**src/rtl/core/json_string_unescape_utf8_assert.svh**
```systemverilog
// Assertion macros shared by the string unescaper RTL.
// Include in modules that carry concurrent checks; no other dependencies.
`ifndef JSON_STRING_UNESCAPE_UTF8_ASSERT_SVH
`define JSON_STRING_UNESCAPE_UTF8_ASSERT_SVH

// condition must hold at every clock edge out of reset
`define JSU_ASSERT_ALWAYS(label, clk, rst_n, cond, msg) \
  label: assert property (@(posedge clk) disable iff (!rst_n) (cond)) else $error(msg);

// consequent must hold in the same cycle as the antecedent
`define JSU_ASSERT_IMPL(label, clk, rst_n, ante, cons, msg) \
  label: assert property (@(posedge clk) disable iff (!rst_n) (ante) |-> (cons)) \
    else $error(msg);

// consequent must hold in the cycle after the antecedent
`define JSU_ASSERT_NEXT(label, clk, rst_n, ante, cons, msg) \
  label: assert property (@(posedge clk) disable iff (!rst_n) (ante) |=> (cons)) \
    else $error(msg);

`endif

```
**src/rtl/core/jsu_pkg.sv**
```systemverilog
// Shared types, constants and UTF-8 helpers for the string unescaper.
// Used by jsu_front, jsu_cmd_fifo, jsu_back and the top level; no dependencies.
`timescale 1ns / 1ps

package jsu_pkg;

  // default depth of the command queue between front and back
  localparam int unsigned QUEUE_DEPTH_DEF = 4;

  // code point width, enough for a joined surrogate pair
  localparam int unsigned CP_W = 21;

  // UTF-8 length thresholds
  localparam logic [CP_W-1:0] CP_LIM1 = 21'h00080;
  localparam logic [CP_W-1:0] CP_LIM2 = 21'h00800;
  localparam logic [CP_W-1:0] CP_LIM3 = 21'h10000;

  // UTF-8 lead and continuation prefixes
  localparam logic [7:0] LEAD2 = 8'hC0;
  localparam logic [7:0] LEAD3 = 8'hE0;
  localparam logic [7:0] LEAD4 = 8'hF0;
  localparam logic [7:0] CONT  = 8'h80;

  // what one output slot of a command carries
  typedef enum logic [1:0] {
    SLOT_NONE = 2'd0,
    SLOT_RAW  = 2'd1,
    SLOT_UTF8 = 2'd2
  } slot_kind_t;

  // one command: up to two emitted values, then optionally end of string
  typedef struct packed {
    slot_kind_t       s0_kind;
    logic [CP_W-1:0]  s0_val;
    slot_kind_t       s1_kind;
    logic [CP_W-1:0]  s1_val;
    logic             fin;
  } cmd_t;

  // number of bytes a slot expands to (1..4)
  function automatic logic [2:0] slot_len(input slot_kind_t kind, input logic [CP_W-1:0] val);
    logic [2:0] len;
    len = 3'd1;
    if (kind == SLOT_UTF8) begin
      if (val < CP_LIM1)      len = 3'd1;
      else if (val < CP_LIM2) len = 3'd2;
      else if (val < CP_LIM3) len = 3'd3;
      else                    len = 3'd4;
    end
    return len;
  endfunction

  // byte number idx of a slot's expansion
  function automatic logic [7:0] slot_byte(input slot_kind_t kind, input logic [CP_W-1:0] val,
                                           input logic [1:0] idx);
    logic [7:0] b;
    b = val[7:0];
    if (kind == SLOT_UTF8) begin
      unique case (slot_len(kind, val))
        3'd2: begin
          b = (idx == 2'd0) ? (LEAD2 | {3'b000, val[10:6]}) : (CONT | {2'b00, val[5:0]});
        end
        3'd3: begin
          unique case (idx)
            2'd0:    b = LEAD3 | {4'b0000, val[15:12]};
            2'd1:    b = CONT | {2'b00, val[11:6]};
            default: b = CONT | {2'b00, val[5:0]};
          endcase
        end
        3'd4: begin
          unique case (idx)
            2'd0:    b = LEAD4 | {5'b00000, val[20:18]};
            2'd1:    b = CONT | {2'b00, val[17:12]};
            2'd2:    b = CONT | {2'b00, val[11:6]};
            default: b = CONT | {2'b00, val[5:0]};
          endcase
        end
        default: b = val[7:0];
      endcase
    end
    return b;
  endfunction

endpackage

```
**src/rtl/core/jsu_front.sv**
```systemverilog
// Front end: parses input bytes and emits one command word per byte that has output.
// Depends on jsu_pkg and the assertion macro header.
`timescale 1ns / 1ps
`include "json_string_unescape_utf8_assert.svh"

module jsu_front (
  input  logic             clk,
  input  logic             rst_n,
  input  logic             accept,
  input  logic [7:0]       in_byte,
  output logic             cmd_valid,
  output jsu_pkg::cmd_t    cmd
);

  // characters of interest
  localparam logic [7:0] CH_NUL   = 8'h00;
  localparam logic [7:0] CH_QUOTE = 8'h22;
  localparam logic [7:0] CH_BSL   = 8'h5C;
  localparam logic [7:0] CH_U     = 8'h75;
  localparam logic [7:0] CH_N     = 8'h6E;
  localparam logic [7:0] CH_T     = 8'h74;
  localparam logic [7:0] CH_R     = 8'h72;
  localparam logic [7:0] CH_B     = 8'h62;
  localparam logic [7:0] CH_F     = 8'h66;

  typedef enum logic [5:0] {
    M_PLAIN    = 6'b000001,
    M_ESC      = 6'b000010,
    M_HEX      = 6'b000100,
    M_HIGH     = 6'b001000,
    M_HIGH_BSL = 6'b010000,
    M_LOHEX    = 6'b100000
  } mode_t;

  mode_t       mode_r, mode_nxt;
  logic [1:0]  cnt_r, cnt_nxt;
  logic [15:0] acc_r, acc_nxt;
  logic [15:0] held_r, held_nxt;

  logic [15:0] acc_sh;
  logic        is_nul;
  logic        is_term;

  // hex digit value, zero for anything else
  function automatic logic [3:0] hex_val(input logic [7:0] b);
    logic [3:0] v;
    v = 4'h0;
    if (b >= 8'h30 && b <= 8'h39) v = b[3:0];
    else if (b >= 8'h61 && b <= 8'h66) v = b[3:0] + 4'd9;
    else if (b >= 8'h41 && b <= 8'h46) v = b[3:0] + 4'd9;
    return v;
  endfunction

  // simple escape letters map to control codes, others stand for themselves
  function automatic logic [7:0] esc_map(input logic [7:0] b);
    logic [7:0] c;
    c = b;
    if (b == CH_N)      c = 8'h0A;
    else if (b == CH_T) c = 8'h09;
    else if (b == CH_R) c = 8'h0D;
    else if (b == CH_B) c = 8'h08;
    else if (b == CH_F) c = 8'h0C;
    return c;
  endfunction

  function automatic logic is_high(input logic [15:0] v);
    return v[15:10] == 6'b110110;
  endfunction

  function automatic logic is_low(input logic [15:0] v);
    return v[15:10] == 6'b110111;
  endfunction

  assign acc_sh  = {acc_r[11:0], hex_val(in_byte)};
  assign is_nul  = (in_byte == CH_NUL);
  assign is_term = is_nul || (in_byte == CH_QUOTE);

  // parser next state and command
  always_comb begin
    mode_nxt    = mode_r;
    cnt_nxt     = cnt_r;
    acc_nxt     = acc_r;
    held_nxt    = held_r;
    cmd.s0_kind = jsu_pkg::SLOT_NONE;
    cmd.s0_val  = '0;
    cmd.s1_kind = jsu_pkg::SLOT_NONE;
    cmd.s1_val  = '0;
    cmd.fin     = 1'b0;

    unique case (mode_r)
      M_ESC: begin
        mode_nxt = M_PLAIN;
        if (is_nul) begin
          cmd.fin = 1'b1;
        end else if (in_byte == CH_U) begin
          mode_nxt = M_HEX;
          cnt_nxt  = 2'd0;
          acc_nxt  = 16'h0000;
        end else begin
          cmd.s0_kind = jsu_pkg::SLOT_RAW;
          cmd.s0_val  = {13'd0, esc_map(in_byte)};
        end
      end

      M_HEX: begin
        if (is_nul) begin
          cmd.s0_kind = jsu_pkg::SLOT_UTF8;
          cmd.s0_val  = {5'd0, acc_r};
          cmd.fin     = 1'b1;
        end else if (cnt_r != 2'd3) begin
          acc_nxt = acc_sh;
          cnt_nxt = cnt_r + 2'd1;
        end else begin
          acc_nxt = 16'h0000;
          cnt_nxt = 2'd0;
          if (is_high(acc_sh)) begin
            held_nxt = acc_sh;
            mode_nxt = M_HIGH;
          end else begin
            cmd.s0_kind = jsu_pkg::SLOT_UTF8;
            cmd.s0_val  = {5'd0, acc_sh};
            mode_nxt    = M_PLAIN;
          end
        end
      end

      M_HIGH: begin
        if (in_byte == CH_BSL) begin
          mode_nxt = M_HIGH_BSL;
        end else begin
          // unpaired high surrogate, then the byte as plain text or end of string
          cmd.s0_kind = jsu_pkg::SLOT_UTF8;
          cmd.s0_val  = {5'd0, held_r};
          held_nxt    = 16'h0000;
          mode_nxt    = M_PLAIN;
          if (is_term) begin
            cmd.fin = 1'b1;
          end else begin
            cmd.s1_kind = jsu_pkg::SLOT_RAW;
            cmd.s1_val  = {13'd0, in_byte};
          end
        end
      end

      M_HIGH_BSL: begin
        if (in_byte == CH_U) begin
          mode_nxt = M_LOHEX;
          cnt_nxt  = 2'd0;
          acc_nxt  = 16'h0000;
        end else begin
          // unpaired high surrogate, then an ordinary escape or end of string
          cmd.s0_kind = jsu_pkg::SLOT_UTF8;
          cmd.s0_val  = {5'd0, held_r};
          held_nxt    = 16'h0000;
          mode_nxt    = M_PLAIN;
          if (is_nul) begin
            cmd.fin = 1'b1;
          end else begin
            cmd.s1_kind = jsu_pkg::SLOT_RAW;
            cmd.s1_val  = {13'd0, esc_map(in_byte)};
          end
        end
      end

      M_LOHEX: begin
        if (is_nul) begin
          cmd.s0_kind = jsu_pkg::SLOT_UTF8;
          cmd.s0_val  = {5'd0, held_r};
          cmd.s1_kind = jsu_pkg::SLOT_UTF8;
          cmd.s1_val  = {5'd0, acc_r};
          cmd.fin     = 1'b1;
        end else if (cnt_r != 2'd3) begin
          acc_nxt = acc_sh;
          cnt_nxt = cnt_r + 2'd1;
        end else begin
          acc_nxt = 16'h0000;
          cnt_nxt = 2'd0;
          if (is_low(acc_sh)) begin
            // surrogate pair joins into one supplementary code point
            cmd.s0_kind = jsu_pkg::SLOT_UTF8;
            cmd.s0_val  = jsu_pkg::CP_LIM3 + {1'b0, held_r[9:0], acc_sh[9:0]};
            held_nxt    = 16'h0000;
            mode_nxt    = M_PLAIN;
          end else begin
            cmd.s0_kind = jsu_pkg::SLOT_UTF8;
            cmd.s0_val  = {5'd0, held_r};
            if (is_high(acc_sh)) begin
              held_nxt = acc_sh;
              mode_nxt = M_HIGH;
            end else begin
              held_nxt    = 16'h0000;
              cmd.s1_kind = jsu_pkg::SLOT_UTF8;
              cmd.s1_val  = {5'd0, acc_sh};
              mode_nxt    = M_PLAIN;
            end
          end
        end
      end

      default: begin
        mode_nxt = M_PLAIN;
        if (is_term) begin
          cmd.fin = 1'b1;
        end else if (in_byte == CH_BSL) begin
          mode_nxt = M_ESC;
        end else begin
          cmd.s0_kind = jsu_pkg::SLOT_RAW;
          cmd.s0_val  = {13'd0, in_byte};
        end
      end
    endcase

    // end of string clears all parser state
    if (cmd.fin) begin
      mode_nxt = M_PLAIN;
      cnt_nxt  = 2'd0;
      acc_nxt  = 16'h0000;
      held_nxt = 16'h0000;
    end
  end

  assign cmd_valid = accept && (cmd.fin || (cmd.s0_kind != jsu_pkg::SLOT_NONE) ||
                                (cmd.s1_kind != jsu_pkg::SLOT_NONE));

  // parser state registers
  always_ff @(posedge clk) begin
    if (!rst_n) begin
      mode_r <= M_PLAIN;
      cnt_r  <= 2'd0;
      acc_r  <= 16'h0000;
      held_r <= 16'h0000;
    end else if (accept) begin
      mode_r <= mode_nxt;
      cnt_r  <= cnt_nxt;
      acc_r  <= acc_nxt;
      held_r <= held_nxt;
    end
  end

  // a held value is always a high surrogate, and is cleared otherwise
  `JSU_ASSERT_IMPL(a_held_is_high, clk, rst_n,
    (mode_r == M_HIGH) || (mode_r == M_HIGH_BSL) || (mode_r == M_LOHEX),
    is_high(held_r), "held value is not a high surrogate")
  `JSU_ASSERT_IMPL(a_held_clear, clk, rst_n,
    (mode_r == M_PLAIN) || (mode_r == M_ESC) || (mode_r == M_HEX),
    held_r == 16'h0000, "held value left over outside surrogate modes")

endmodule

```
**src/rtl/core/jsu_cmd_fifo.sv**
```systemverilog
// Short command queue between parser front end and byte emitter.
// Depends on jsu_pkg and the assertion macro header.
`timescale 1ns / 1ps
`include "json_string_unescape_utf8_assert.svh"

module jsu_cmd_fifo #(
  parameter int unsigned DEPTH = jsu_pkg::QUEUE_DEPTH_DEF
) (
  input  logic          clk,
  input  logic          rst_n,
  input  logic          wr_en,
  input  jsu_pkg::cmd_t wr_data,
  output logic          full,
  input  logic          rd_en,
  output jsu_pkg::cmd_t rd_data,
  output logic          empty
);

  localparam int unsigned PTR_W = (DEPTH > 1) ? $clog2(DEPTH) : 1;
  localparam int unsigned CNT_W = $clog2(DEPTH + 1);

  jsu_pkg::cmd_t    mem_r [DEPTH];
  logic [PTR_W-1:0] wr_ptr_r, rd_ptr_r;
  logic [CNT_W-1:0] count_r;
  logic             do_wr, do_rd;

  assign full    = (count_r == CNT_W'(DEPTH));
  assign empty   = (count_r == '0);
  assign do_wr   = wr_en && !full;
  assign do_rd   = rd_en && !empty;
  assign rd_data = mem_r[rd_ptr_r];

  // storage
  always_ff @(posedge clk) begin
    if (do_wr) begin
      mem_r[wr_ptr_r] <= wr_data;
    end
  end

  // pointers and fill count
  always_ff @(posedge clk) begin
    if (!rst_n) begin
      wr_ptr_r <= '0;
      rd_ptr_r <= '0;
      count_r  <= '0;
    end else begin
      if (do_wr) begin
        wr_ptr_r <= (wr_ptr_r == PTR_W'(DEPTH - 1)) ? '0 : wr_ptr_r + PTR_W'(1);
      end
      if (do_rd) begin
        rd_ptr_r <= (rd_ptr_r == PTR_W'(DEPTH - 1)) ? '0 : rd_ptr_r + PTR_W'(1);
      end
      if (do_wr && !do_rd) begin
        count_r <= count_r + CNT_W'(1);
      end else if (do_rd && !do_wr) begin
        count_r <= count_r - CNT_W'(1);
      end
    end
  end

  // pointers meet only when the queue is empty or full
  `JSU_ASSERT_IMPL(a_ptr_meet, clk, rst_n, empty || full, wr_ptr_r == rd_ptr_r,
    "queue pointers disagree with fill count")
  `JSU_ASSERT_ALWAYS(a_count_range, clk, rst_n, count_r <= CNT_W'(DEPTH),
    "queue fill count beyond depth")

endmodule

```
**src/rtl/core/jsu_back.sv**
```systemverilog
// Back end: expands queued command words into UTF-8 result words, one a cycle while the output is popped or empty.
// Depends on jsu_pkg and the assertion macro header.
`timescale 1ns / 1ps
`include "json_string_unescape_utf8_assert.svh"

module jsu_back (
  input  logic          clk,
  input  logic          rst_n,
  input  logic          head_valid,
  input  jsu_pkg::cmd_t head,
  output logic          head_done,
  output logic          empty,
  input  logic          pop,
  output logic [7:0]    out_byte,
  output logic          out_byte_valid,
  output logic          out_string_end,
  output logic          out_last
);

  // which part of the command is being emitted
  typedef enum logic [2:0] {
    PH_S0  = 3'b001,
    PH_S1  = 3'b010,
    PH_END = 3'b100
  } phase_t;

  phase_t     ph_r, ph_nxt;
  logic [1:0] idx_r, idx_nxt;

  logic       out_valid_r;
  logic [7:0] byte_r;
  logic       bv_r, end_r, last_r;

  logic       has_s0, has_s1;
  phase_t     cur_ph;
  logic [2:0] cur_len;
  logic [7:0] cur_byte;
  logic       more_bytes;
  logic       next_s1, next_end;
  logic       is_last;
  logic       advance;
  logic       popped;

  assign has_s0 = (head.s0_kind != jsu_pkg::SLOT_NONE);
  assign has_s1 = (head.s1_kind != jsu_pkg::SLOT_NONE);

  // current phase: first present part at or after the phase register
  always_comb begin
    if (ph_r == PH_S0 && has_s0) begin
      cur_ph = PH_S0;
    end else if ((ph_r == PH_S0 || ph_r == PH_S1) && has_s1) begin
      cur_ph = PH_S1;
    end else begin
      cur_ph = PH_END;
    end
  end

  // current byte and what follows it
  always_comb begin
    unique case (cur_ph)
      PH_S0: begin
        cur_len  = jsu_pkg::slot_len(head.s0_kind, head.s0_val);
        cur_byte = jsu_pkg::slot_byte(head.s0_kind, head.s0_val, idx_r);
        next_s1  = has_s1;
        next_end = !has_s1 && head.fin;
      end
      PH_S1: begin
        cur_len  = jsu_pkg::slot_len(head.s1_kind, head.s1_val);
        cur_byte = jsu_pkg::slot_byte(head.s1_kind, head.s1_val, idx_r);
        next_s1  = 1'b0;
        next_end = head.fin;
      end
      default: begin
        cur_len  = 3'd1;
        cur_byte = 8'h00;
        next_s1  = 1'b0;
        next_end = 1'b0;
      end
    endcase
  end

  assign more_bytes = ({1'b0, idx_r} + 3'd1) < cur_len;
  assign is_last    = !more_bytes && !next_s1 && !next_end;
  assign popped     = pop && out_valid_r;
  assign advance    = head_valid && (!out_valid_r || popped);
  assign head_done  = advance && is_last;

  // position for the following cycle
  always_comb begin
    ph_nxt  = ph_r;
    idx_nxt = idx_r;
    if (advance) begin
      priority if (is_last) begin
        ph_nxt  = PH_S0;
        idx_nxt = 2'd0;
      end else if (more_bytes) begin
        ph_nxt  = cur_ph;
        idx_nxt = idx_r + 2'd1;
      end else if (next_s1) begin
        ph_nxt  = PH_S1;
        idx_nxt = 2'd0;
      end else begin
        ph_nxt  = PH_END;
        idx_nxt = 2'd0;
      end
    end
  end

  // position registers
  always_ff @(posedge clk) begin
    if (!rst_n) begin
      ph_r  <= PH_S0;
      idx_r <= 2'd0;
    end else begin
      ph_r  <= ph_nxt;
      idx_r <= idx_nxt;
    end
  end

  // output register
  always_ff @(posedge clk) begin
    if (!rst_n) begin
      out_valid_r <= 1'b0;
    end else if (advance) begin
      out_valid_r <= 1'b1;
    end else if (popped) begin
      out_valid_r <= 1'b0;
    end
  end

  always_ff @(posedge clk) begin
    if (advance) begin
      byte_r <= cur_byte;
      bv_r   <= (cur_ph != PH_END);
      end_r  <= (cur_ph == PH_END);
      last_r <= is_last;
    end
  end

  assign empty          = !out_valid_r;
  assign out_byte       = byte_r;
  assign out_byte_valid = bv_r;
  assign out_string_end = end_r;
  assign out_last       = last_r;

  // the end word carries no byte and closes its input byte
  `JSU_ASSERT_IMPL(a_end_shape, clk, rst_n, out_valid_r && end_r,
    !bv_r && (byte_r == 8'h00) && last_r, "malformed end-of-string word")
  // a waiting command fills an empty output register in the next cycle
  `JSU_ASSERT_NEXT(a_fill, clk, rst_n, head_valid && !out_valid_r, out_valid_r,
    "output register not filled from a waiting command")

endmodule

```
**src/rtl/core/json_string_unescape_utf8.sv**
```systemverilog
// JSON string body unescaper to UTF-8. Each accepted byte's command is written to the
// command queue, then each result is loaded into the output register for the ports.
// It takes one input byte a cycle while the queue is not full; the byte emitter gives one
// result a cycle while its output is popped or empty, and the command queue absorbs bursts.
// Reset (rst_n low, synchronous): parser back to plain text, queue and output emptied.
// Uses jsu_pkg, jsu_front, jsu_cmd_fifo and jsu_back.
`timescale 1ns / 1ps

module json_string_unescape_utf8 #(
  parameter int unsigned QUEUE_DEPTH = jsu_pkg::QUEUE_DEPTH_DEF
) (
  input  logic       clk,
  input  logic       rst_n,
  input  logic       push,
  output logic       full,
  input  logic [7:0] in_byte,
  output logic       empty,
  input  logic       pop,
  output logic [7:0] out_byte,
  output logic       out_byte_valid,
  output logic       out_string_end,
  output logic       out_last
);

  logic          accept;
  logic          cmd_valid;
  jsu_pkg::cmd_t cmd;
  logic          q_empty;
  jsu_pkg::cmd_t q_head;
  logic          q_done;

  assign accept = push && !full;

  jsu_front u_front (
    .clk       (clk),
    .rst_n     (rst_n),
    .accept    (accept),
    .in_byte   (in_byte),
    .cmd_valid (cmd_valid),
    .cmd       (cmd)
  );

  jsu_cmd_fifo #(
    .DEPTH (QUEUE_DEPTH)
  ) u_fifo (
    .clk     (clk),
    .rst_n   (rst_n),
    .wr_en   (cmd_valid),
    .wr_data (cmd),
    .full    (full),
    .rd_en   (q_done),
    .rd_data (q_head),
    .empty   (q_empty)
  );

  jsu_back u_back (
    .clk            (clk),
    .rst_n          (rst_n),
    .head_valid     (!q_empty),
    .head           (q_head),
    .head_done      (q_done),
    .empty          (empty),
    .pop            (pop),
    .out_byte       (out_byte),
    .out_byte_valid (out_byte_valid),
    .out_string_end (out_string_end),
    .out_last       (out_last)
  );

endmodule
```
**config.mk**
```make
export PLATFORM = sky130hd
export DESIGN_NAME = json_string_unescape_utf8
export DESIGN_NICKNAME = d
export VERILOG_FILES = /design/src/rtl/core/jsu_pkg.sv /design/src/rtl/core/jsu_front.sv /design/src/rtl/core/jsu_cmd_fifo.sv /design/src/rtl/core/jsu_back.sv /design/src/rtl/core/json_string_unescape_utf8.sv
export VERILOG_INCLUDE_DIRS = /design/src /design/src/rtl/core
export SDC_FILE = /design/constraint.sdc
export NUM_CORES = 1
export LEC_CHECK = 0
export BUFFER_PORTS_ARGS = -buffer_cell sky130_fd_sc_hd__buf_4
export CAP_MARGIN = 15
export CORE_ASPECT_RATIO = 2
export CORE_MARGIN = 4
export CORE_UTILIZATION = 55
export DETAILED_ROUTE_END_ITERATION = 7
export PLACE_DENSITY = 0.71
export SYNTH_ARGS = -nofsm -noshare
export SYNTH_HDL_FRONTEND = slang
export SYNTH_SLANG_ARGS = --single-unit
```
**constraint.sdc**
```tcl
create_clock -name clk -period 5.45 [get_ports clk]
set_input_delay 1.09 -clock clk [delete_from_list [all_inputs] [get_ports clk]]
set_output_delay 1.09 -clock clk [all_outputs]
set_load 0.01 [all_outputs]
```
; After elaboration in Yosys (flattened, before gate mapping)
; Memory sizes are Yosys's and may differ from the RTL's. A register that Yosys moved wholly into a read port is not among the register bits.
; Cells that the tools add are included.
[word_totals]
reg_bits = 64
latch_bits = 0
ram_bits = 188
out_inout_bits = 13
memories = 1
romBits = 0
wordCells = 236
[classes]
n_bitwise = 0
muxes = 108
order_cmp = 13
n_eq_ne = 44
n_div = 0
shifts = 0
n_mul = 0
n_reduce_logical = 47
add_sub_neg = 9
[mem_list]
columns = memory, depth, width, rd, rd_clocked_by_memory_dff, write_ports, line_no
row1 = u_fifo.mem_r, 4, 47, 1, 1, 1, jsu_cmd_fifo.sv:22  ; jsu_pkg::cmd_t mem_r [DEPTH];
[ops]
columns = operator, count
row1 = 16-bit two-way mux, 15
row2 = 23-bit two-way mux, 6
row3 = 23-bit one-hot mux with 5 select lines, 1
row4 = 47-bit two-way mux, 2
row5 = 46-bit two-way mux, 2
row6 = 22-bit two-way mux, 4
row7 = 23-bit one-hot mux with 3 select lines, 1
row8 = 16-bit one-hot mux with 4 select lines, 1
row9 = 3-bit two-way mux, 20
row10 = "8-bit by 7-bit == test with 1-bit output, second input constant", 7
row11 = 8-bit two-way mux, 7
row12 = 6-bit two-way mux, 8
row13 = 16-bit one-hot mux with 3 select lines, 1
row14 = 8-bit one-hot mux with 3 select lines, 2
row15 = "21-bit by 12-bit < comparator with 1-bit output, second input constant", 2
row16 = "21-bit by 17-bit < comparator with 1-bit output, second input constant", 2
row17 = "21-bit by 8-bit < comparator with 1-bit output, second input constant", 2
row18 = 7-bit one-hot mux with 3 select lines, 2
row19 = 6-bit one-hot mux with 5 select lines, 1
row20 = 7-bit one-hot mux with 2 select lines, 2
row21 = 2-bit two-way mux, 12
row22 = "3-bit by 2-bit != test with 1-bit output, second input constant", 8
row23 = "17-bit by 20-bit adder with 21-bit output, first input constant", 1
row24 = 21-bit two-way mux, 1
row25 = other kinds (47), 111

; Logic depth before layout (Yosys ltp)
; Gate-level depths: netlist of run 1.
[logic_depth]
ltp_word = 19
ltp_mapped = 20
depth_no_buf = 18

; Hierarchy
; Synthesis of run 1 repeated with hierarchy kept, for this count alone.
[unflattened]
hier_cells = 977
area_unflattened_um2 = 12467.0
[by_module_without_submodules]
columns = mod, cells_each, area_each_um2, seq_area_each_um2, n_inst
row1 = jsu_cmd_fifo, 296, 7282.0, 5825.6, 1
row2 = jsu_front, 436, 3246.9, 800.8, 1
row3 = jsu_back, 243, 1920.6, 450.4, 1
row4 = json_string_unescape_utf8, 2, 17.5, 0.0, 1

; Worst setup path before layout of run 1
; No wires, ideal clock.
[synth_timing]
kind = reg-to-reg
start = reg with a tool-made name
end = reg u_fifo.count_r[2]
synth_period_minus_slack_ns = 4.542
setup_ns = 0.076
setup_slack_ns = 0.908
stages_incl_launch_ff = 21
t_arrival_ns = 4.466
path_cell_list = dfxtp_1 buf_6 buf_2 buf_4 mux4_2 nor2b_1 nor2b_1 and2_0 a21oi_1 ha_1 a211oi_1 nand3_2 o21ai_4 nor3b_4 nand2_2 ha_1 inv_1 fa_1 xor2_1 or3_1 a21boi_0
[synth_rtl]
columns = element, line_no
row1 = to (signal assigned), jsu_cmd_fifo.sv:54  ; count_r <= count_r + CNT_W'(1);
row2 = to (signal assigned), jsu_cmd_fifo.sv:56  ; count_r <= count_r - CNT_W'(1);
row3 = to (decl), jsu_cmd_fifo.sv:24  ; logic [CNT_W-1:0] count_r;

==> results.json, run 1 <==
{
  "status": "complete, no violations",
  "cellPowerDensity_nw_per_um2": 421,
  "grt_pass1_wl_um": 46100,
  "avgSynthCellArea_um2": 12.7,
  "routed_wl_um": 30300,
  "die_h_um": 210,
  "crit_cells": 19,
  "die_area_um2": 22900,
  "place_congestion": 0.950,
  "fill_cells": 1517,
  "seq_area_frac_synth_pct": 57.7,
  "reg2reg_depth": 19,
  "p_leak_nw": 3.96,
  "finClkSkew_ps": 11.5,
  "io_pins": 25,
  "synthDistinctLibCells": 76,
  "clk_latency_ps": 510,
  "cts_hold_buf": 0,
  "synth-edff-count": 179,
  "vdd_drop_max_mv": 0.311,
  "final_util_pct": 61.8,
  "slowest_delay_ps": 570,
  "postSynthNetCount": 914,
  "numPortBuffers": 24,
  "cts_buffer_depth": 3,
  "path_max_fanout": 42,
  "slew_viol_final": 0,
  "drive_gt1_share_pct": 16.1,
  "worstPathRequired_ps": 5870,
  "grt_start_max_net_pins": 56,
  "clk_pin_slew_worst_paths_ps": 60,
  "multi_input_comb_area_um2": 4460,
  "crit_path_end_kind": "register",
  "diodes": 0,
  "finalSetupViolations": 0,
  "cp_cell_sequence": "buf_12, mux4_2, or4_4, nor3_1, nor2b_1, and2_0, a21oi_1, ha_1, o21ai_0, nand2b_1, o21ai_4, nor3b_4, nand2_2, ha_1, inv_1, fa_1, xor2_1, or3_1, a21boi_0",
  "cp.buffers_inverters": 2,
  "cpMostUsedCell": "ha_1",
  "cts_tree": "done",
  "relSlewSlack_pct": 37.2,
  "finalHoldViolCount": 0,
  "setup_tns_ps": 0,
  "viasPerCell": 6.63,
  "start_util_pct": 56.1,
  "yosysWarnings": 0,
  "crit_path_start_kind": "register",
  "num_vias": 7799,
  "hold_path.class": "reg -> reg",
  "yosys.area.top_type_share_pct": 47.9,
  "postPlaceCellArea_um2": 11700,
  "register_area_um2": 6480,
  "ant_nets": 0,
  "fmax_mhz": 204,
  "worstMarginPinSlew_ps": 929,
  "critPathTopFamily": "simple AND/OR/NAND/NOR gates",
  "grt-ovfl-total": 0,
  "placed_cells": 1139,
  "post_cts_buffers": 0,
  "die_w_um": 109,
  "grt_setup_unrepaired": "false",
  "wl_per_cell_um": 25.8,
  "h-tree-depth": 1,
  "min_period_over_period_pct": 90.1,
  "async_flop_share_pct": 0,
  "drcViolationCount": 0,
  "numCtsBuffers": 21,
  "drt_pass1_iterations": 5,
  "maxCapViolations": 0,
  "cpMaxStageDelayCell": "mux4_2",
  "power.total_w": 0.00521,
  "core_area_um2": 20000,
  "synth_area_leaders": "edfxtp_1 (48%), dfxtp_1 (9.8%), mux4_2 (8.4%)",
  "layout.nets": 932,
  "design_area_um2": 12400,
  "synth_flop_cell": "edfxtp_1",
  "synthToLayoutAreaGrowth_pct": 10.1,
  "drtIter0Drc": 490,
  "cts_resized": 0,
  "critical_path_class": "reg -> reg",
  "grt_usage_pct": 27.2,
  "ys_ff_latch": 234,
  "synthMostInstantiatedCell": "edfxtp_1",
  "syn_area_um2": 11200,
  "root_buffer": "clkbuf_16",
  "cts.sinks": 234,
  "final_cells": 1177,
  "hold_depth": 2,
  "cp.arrival_ps": 5330,
  "antenna_found_initial": 0,
  "grt_pass1_vias": 7820,
  "syn_inst": 882,
  "synthTopCellsByCount": "edfxtp_1 (179), nand2_1 (78), nor2_1 (64), dfxtp_1 (55), o21ai_0 (47)",
  "rows": 73,
  "dp_hpwl_um": 21600,
  "synth_top_cell_by_area": "edfxtp_1",
  "period_minus_slack_ps": 4910
}
registers in the layout, summed over array words and instances, names as in the netlist, 3 cells and up, named ones only:
signal           cells
u_back.out_byte      8
u_fifo.count_r       3
u_front.mode_r       6
u_front.acc_r       16
u_back.ph_r          3
u_front.held_r      16
u_fifo.mem_r       168
metrics by stage:
step / hold WS, ps / worst slack [ps]
final: 453 / 540
after global routing: 488 / 167
after CTS: 458 / 580
after detailed placement: 449 / 602
after global placement: 446 / 748
after floorplan: 434 / 908
layout make-up:
class	instances	area share (%)
clock buffers	28	4.70
clock inverters	10	0.516
inverters	18	0.546
multi-input cells	583	36.1
flip-flops and latches	234	52.4
well taps	262	2.65
repair buffers	42	3.16
worst register-to-register path, stage by stage (launching register included):
cell	delay, ps
dfxtp_2	340
buf_12	300
mux4_2	610
or4_4	570
nor3_1	270
nor2b_1	130
and2_0	250
a21oi_1	180
ha_1	250
o21ai_0	160
nand2b_1	150
o21ai_4	140
nor3b_4	90
nand2_2	120
ha_1	190
inv_1	60
fa_1	370
xor2_1	180
or3_1	300
a21boi_0	180
cell families after synthesis:
family	share of synthesized area, %
compound gates	14.7
simple gates	12.5
xor+xnor	0.546
mux	9.59
flops	57.7
buf+inv	2.67
fa+ha+maj	2.30
placed cells by master, fill, tap and decap left out, types with 16 or more instances in the layout:
master	instances
nand3_1	19
a22oi_1	43
nor2b_1	32
inv_1	16
mux4_2	42
nor2_1	64
dfxtp_1	53
edfxtp_1	179
clkbuf_16	21
ha_1	19
nand2_1	78
a21boi_0	18
o21ai_0	47
a21oi_1	35
buf_4	36
worst paths after layout:
check / slack [ps] / end / startpoint
max: 540 / u_fifo.count_r[2] / register
max reg2reg: 540 / u_fifo.count_r[2] / register
min reg2reg: 450 / u_front.cnt_r[1] / u_front.cnt_r[1]
min: 450 / u_front.cnt_r[1] / u_front.cnt_r[1]
report_power, final:
group	internal, W	total, W	leakage (nW)	switching (W)
combinational	0.000662	0.00161	1.65	0.000946
sequential	0.00214	0.00222	2.00	0.0000728
clock	0.000758	0.00138	0.312	0.000627
per-layer routing:
| metal | share of wire, % | vias to the layer above | wire length (um) | global-route usage, % |
|---|---|---|---|---|
| met1 | 34 | 3899 | 10300 | 29.2 |
| met3 | 4.0 | 124 | 1210 | 3.19 |
| met4 | 8.4 | 0 | 2540 | 19.4 |
| met2 | 54 | 305 | 16300 | 48.1 |
| li1 | - | 3471 | - | - |
| met5 | 0 | - | 0 | 0 |
No activity file was read; power rests on OpenSTA's default activity.
==> run 2: changes to the inputs <==
CELL_PAD_IN_SITES_DETAIL_PLACEMENT = 1   (was default)
CELL_PAD_IN_SITES_GLOBAL_PLACEMENT = 1   (was default)
CORE_UTILIZATION = 53   (was 55)
CTS_CLUSTER_DIAMETER = 60   (was default)
PLACE_DENSITY = default   (was 0.71)
PLACE_DENSITY_LB_ADDON = 0.1   (was default)
SYNTH_HIERARCHICAL = 1   (was default)
==> results.json, run 2 <==
{
  "status": "complete, no violations",
  "cellPowerDensity_nw_per_um2": 448,
  "cts.sinks": 254,
  "h-tree-depth": 1,
  "synthDistinctLibCells": 91,
  "die_area_um2": 26200,
  "crit_path_end_kind": "register",
  "grt_usage_pct": 30.2,
  "p_leak_nw": 4.72,
  "grt_use_met1_pct": 31.5,
  "dp_slack_ps": 123,
  "antenna_found_initial": 0,
  "cts_tree": "done",
  "period_minus_slack_ps": 5180,
  "use_met3_pct": 3.47,
  "finClkSkew_ps": 7.35,
  "globalRoute.busiestLayer": "met2",
  "postPlaceCellArea_um2": 13000,
  "reg2reg_depth": 19,
  "io_pins": 25,
  "layout.nets": 1042,
  "holdWs_ps": 471,
  "viasPerCell": 6.74,
  "core_area_um2": 23200,
  "layout_commonest_cell": "edfxtp_1",
  "grt-ovfl-total": 0,
  "async_flop_share_pct": 0,
  "num_vias": 8812,
  "grtUsageMet2_pct": 55.0,
  "relSlewSlack_pct": 38.1,
  "hold_end": "u_front/cnt_r[1]",
  "synth-edff-count": 199,
  "die_w_um": 116,
  "start_util_pct": 53.7,
  "cts_buffer_depth": 3,
  "critical_path_class": "reg -> reg",
  "diodes": 0,
  "drive_gt1_share_pct": 17.7,
  "r2r_end": "u_fifo/count_r[2]",
  "top_register": "u_fifo/mem_r",
  "dp_hpwl_um": 28100,
  "regToRegSetupSlack_ps": 270,
  "wl_per_cell_um": 29.8,
  "finalSetupViolations": 0,
  "worstMarginPinSlew_ps": 919,
  "clk_pin_slew_worst_paths_ps": 60,
  "finalHoldViolCount": 0,
  "vdd_drop_max_mv": 0.596,
  "path_max_fanout": 15,
  "synth_flop_cell": "edfxtp_1",
  "final_cell_mix": "edfxtp_1 (199), nand2_1 (100), buf_4 (57)",
  "seq_area_frac_synth_pct": 56.8,
  "drcViolationCount": 0,
  "largest_register_ffs": 188,
  "numPortBuffers": 24,
  "synthTopCellsByCount": "edfxtp_1 (199), nand2_1 (100), dfxtp_1 (55), nor2_1 (52), mux2i_1 (48)",
  "drtIter0Drc": 645,
  "place_congestion": 0.973,
  "grt_pass1_vias": 9503,
  "synthMostInstantiatedCell": "edfxtp_1",
  "reg_top3": "u_fifo/mem_r: 188 flops, u_front/acc_r: 16 flops, u_front/held_r: 16 flops",
  "synthToLayoutAreaGrowth_pct": 11.0,
  "fmax_mhz": 193,
  "ys_ff_latch": 254,
  "drt_pass1_iterations": 6,
  "syn_inst": 977,
  "yosysWarnings": 6,
  "hp-start": "u_front/cnt_r[1]",
  "hold_depth": 2,
  "numCtsBuffers": 24,
  "min_period_over_period_pct": 95.1,
  "hold_path.class": "reg -> reg",
  "routed_wl_um": 39000,
  "synth_top_cell_by_area": "edfxtp_1",
  "yosys.area.top_type_share_pct": 47.9,
  "ant_nets": 0,
  "cp.arrival_ps": 5630,
  "crit_path_start_kind": "register",
  "grt_pass1_wl_um": 58300,
  "grt_setup_unrepaired": "false",
  "synth_area_leaders": "edfxtp_1 (48%), dfxtp_1 (8.8%), mux4_2 (8.5%)",
  "setup_tns_ps": 0,
  "grt_start_max_net_pins": 87,
  "rows": 79,
  "clk_latency_ps": 530,
  "worstPathRequired_ps": 5900,
  "setup_slack_ps": 267,
  "slew_viol_final": 0,
  "syn_area_um2": 12500,
  "die_h_um": 225,
  "maxCapViolations": 0,
  "design_area_um2": 13800,
  "avgSynthCellArea_um2": 12.8,
  "root_buffer": "clkbuf_16"
}
run 2: changes by cell type after synthesis, moves of 12 or more:
cell	before	now
mux2i_1	12	48
nor2_1	64	52
nor2b_1	32	7
a22oi_1	43	18
a21boi_0	18	3
edfxtp_1	179	199
nand2_1	78	100
nand3_1	19	35
run 2: worst max path at each step:
stage,startpoint,depth (start not counted),end,slack [ps]
5_1_grt,register,19,u_fifo/count_r[2],1
2_1_floorplan,register,21,u_fifo/count_r[2],530
3_3_place_gp,register,19,u_fifo/count_r[2],370
4_1_cts,register,19,u_fifo/count_r[2],80
3_5_place_dp,register,19,u_fifo/count_r[2],120
6_report,register,19,u_fifo/count_r[2],270
run 2: logic make-up (layout without fill, tap and decap cells):
family	after synthesis	in the layout	share of synthesized area (%)
xor+xnor	7	7	0.492
other cells	1	5	0.0301
mux	96	96	12.4
fa+ha+maj	21	21	2.17
compound gates	212	212	12.2
flops	254	254	56.8
simple gates	294	294	12.2
buf+inv	92	136	3.72
run 2: final cells by class:
class	instances	area [um2]
Fill cell	2286	9390
Sequential cell	254	7080
Multi-Input combinational cell	635	4960
Clock buffer	27	633
Timing Repair Buffer	65	584
Tap cell	283	354
Clock inverter	15	110
Inverter	29	109
run 2: metal layers:
layer  wire length (um)  vias up
li1                   -     3864
met1              13100     4476
met2              21200      327
met3               1410      145
met4               3190        0
met5                  0        -
run 2: worst max-delay path: stages (launching register included):
cell and delay (ps):
dfxtp_4 470, buf_16 210, mux4_2 580, nor4_4 370, nand4_1 260, and3_4 290
a22oi_1 150, ha_1 280, a21o_1 190, a21o_1 210, a311oi_4 220, nand2b_1 220
nor2_1 60, o31ai_1 170, ha_2 300, inv_1 60, fa_1 390, xor2_1 170
or3_1 310, a21boi_1 160
run 2: where the power goes:
part,internal (W),leakage (nW),total (W),switching (W)
sequential,0.00242,2.35,0.00254,0.000124
clock,0.000888,0.369,0.00161,0.000726
combinational,0.000845,2.00,0.00203,0.00119
total,0.00415,4.72,0.00619,0.00204
run 2: what timing repair did:
item                       in CTS  in global routing
hold buffers                    0                  0
gates resized for setup         0                  6
setup buffers                   0                  5
setup endpoints to repair       0                  1
run 2: metrics by stage:
| stage | instances | util [%] | power (W) |
|---|---|---|---|
| after floorplan | 981 | - | 0.00392 |
| after CTS | 1302 | 59.2 | 0.00614 |
| after global routing | 1308 | 59.6 | 0.00647 |
| final | 1308 | 59.6 | 0.00619 |
| after global placement | 1259 | 56.0 | 0.00443 |
| after detailed placement | 1260 | 56.0 | 0.00452 |
==> run 3: changes to the inputs <==
CORE_ASPECT_RATIO = default   (was 2)
==> results.json, run 3 (synthesis results as in run 2) <==
{
  "h-tree-depth": 1,
  "hold_end": "u_front/cnt_r[1]",
  "slew_viol_final": 0,
  "synthToLayoutAreaGrowth_pct": 11.9,
  "wl_per_cell_um": 25.9,
  "start_util_pct": 54.4,
  "period_minus_slack_ps": 5110,
  "clk_pin_slew_worst_paths_ps": 60,
  "routed_wl_um": 34900,
  "num_vias": 8808,
  "worstMarginPinSlew_ps": 1130,
  "regToRegSetupSlack_ps": 340,
  "p_leak_nw": 4.77,
  "die_w_um": 161,
  "io_pins": 25,
  "finalSetupViolations": 0,
  "power.total_w": 0.00639,
  "viasPerCell": 6.55,
  "top_register": "u_fifo/mem_r",
  "cp_cell_sequence": "buf_4, mux4_2, nor3_1, a41oi_4, nor2b_2, a22oi_1, ha_1, a21o_1, a21o_1, a311oi_4, nand2b_4, nor2_1, o31ai_2, ha_2, inv_1, fa_1, xor2_1, or3_1, a21boi_0",
  "min_period_over_period_pct": 93.7,
  "grt_setup_unrepaired": "false",
  "diodes": 0,
  "drtIter0Drc": 834,
  "fmax_mhz": 196,
  "place_congestion": 0.937,
  "fill_cells": 2259,
  "cp.buffers_inverters": 2,
  "reg2reg_depth": 19,
  "slowest_delay_ps": 600,
  "grt_start_max_net_pins": 87,
  "dp_hpwl_um": 23900,
  "grt_usage_pct": 26.6,
  "cpMaxStageDelayCell": "mux4_2",
  "worstPathRequired_ps": 5900,
  "die_area_um2": 26000,
  "root_buffer": "clkbuf_16",
  "design_area_um2": 14000,
  "numPortBuffers": 24,
  "cpMostUsedCell": "a21o_1",
  "cts.sinks": 254,
  "grt-ovfl-total": 0,
  "final_cell_mix": "edfxtp_1 (199), nand2_1 (100), buf_4 (58)",
  "rows": 55,
  "die_h_um": 161,
  "critical_path_class": "reg -> reg",
  "cellPowerDensity_nw_per_um2": 458,
  "crit_path_start_kind": "register",
  "met2WireLength_um": 17300,
  "drive_gt1_share_pct": 18.0,
  "setup_tns_ps": 0,
  "finalHoldViolCount": 0,
  "critPathTopFamily": "compound AO/OA/AOI/OAI gates",
  "path_max_fanout": 8,
  "drt_pass1_iterations": 6,
  "largest_register_ffs": 188,
  "layout_commonest_cell": "edfxtp_1",
  "finClkSkew_ps": 12.6,
  "antenna_found_initial": 0,
  "hp-start": "u_front/cnt_r[1]",
  "numCtsBuffers": 28,
  "ant_nets": 0,
  "cts_buffer_depth": 3,
  "crit_path_end_kind": "register",
  "cp.arrival_ps": 5560,
  "drcViolationCount": 0,
  "cts_tree": "done",
  "layout.nets": 1042,
  "grt_pass1_wl_um": 54200,
  "status": "complete, no violations",
  "maxCapViolations": 0,
  "highest_layer": "met4",
  "hold_depth": 2,
  "wl_met3_um": 2200,
  "grt_pass1_vias": 9202,
  "cts_hold_buf": 0,
  "holdWs_ps": 463,
  "r2r_end": "u_fifo/count_r[2]",
  "clk_latency_ps": 530,
  "hold_path.class": "reg -> reg",
  "relSlewSlack_pct": 24.8,
  "postPlaceCellArea_um2": 13000,
  "vdd_drop_max_mv": 0.264,
  "reg_top3": "u_fifo/mem_r: 188 flops, u_front/acc_r: 16 flops, u_front/held_r: 16 flops",
  "core_area_um2": 22900,
  "wl_met1_um": 14400
}
==> run 3: cell types whose count changed in the layout (fill, tap and decap cells not counted), moves of 2 or more <==
cell / delta
clkbuf_1: +5
clkbuf_16: +4
buf_12: -3
clkbuf_8: +3
clkinv_1: -2
==> run 3: worst max-delay path by stage <==
stage	from	endpoint	slack, ps	cells after the start
after detailed placement	register	u_fifo/count_r[2]	210	20
final	register	u_fifo/count_r[2]	340	19
after CTS	register	u_fifo/count_r[2]	160	19
after floorplan	register	u_fifo/count_r[2]	530	21
after global placement	register	u_fifo/count_r[2]	360	20
after global routing	register	u_fifo/count_r[2]	1	20
==> run 3: per-stage QoR <==
stage / util (%) / instances / setup slack [ps]
floorplan: - / 981 / 527
global placement: 56.5 / 1285 / 357
detailed placement: 56.5 / 1285 / 215
CTS: 60.4 / 1337 / 163
global route: 60.9 / 1344 / 1.21
finish: 60.9 / 1344 / 344
==> run 3: what timing repair did <==
action / in CTS / in global routing
endpoints found under the setup margin: 0 / 1
gates resized for setup: 0 / 6
setup buffers: 0 / 6
==> run 3: power breakdown <==
group          switching, W  internal [W]
Sequential         0.000121       0.00242
Clock              0.000745       0.00106
Combinational       0.00118      0.000855
==> run 3: cell type report <==
cell class	instances	area [um2]	area share, %
multi-input cells	635	4980	35.7
clock buffers	39	793	5.68
clock inverters	13	98.8	0.708
flip-flops and latches	254	7080	50.7
inverters	29	109	0.780
repair buffers	61	500	3.59
well taps	313	392	2.81
==> run 3: layer usage <==
layer,up-vias,GRT usage (%)
met5,-,0
met3,81,3.60
met2,358,45.8
li1,3865,-
met4,0,6.79
met1,4504,35.9
==> run 3: tightest hold or removal path, stage by stage (launching register included) <==
cell and delay, ps:
dfxtp_1 310, nand2_1 50, mux2i_1 50
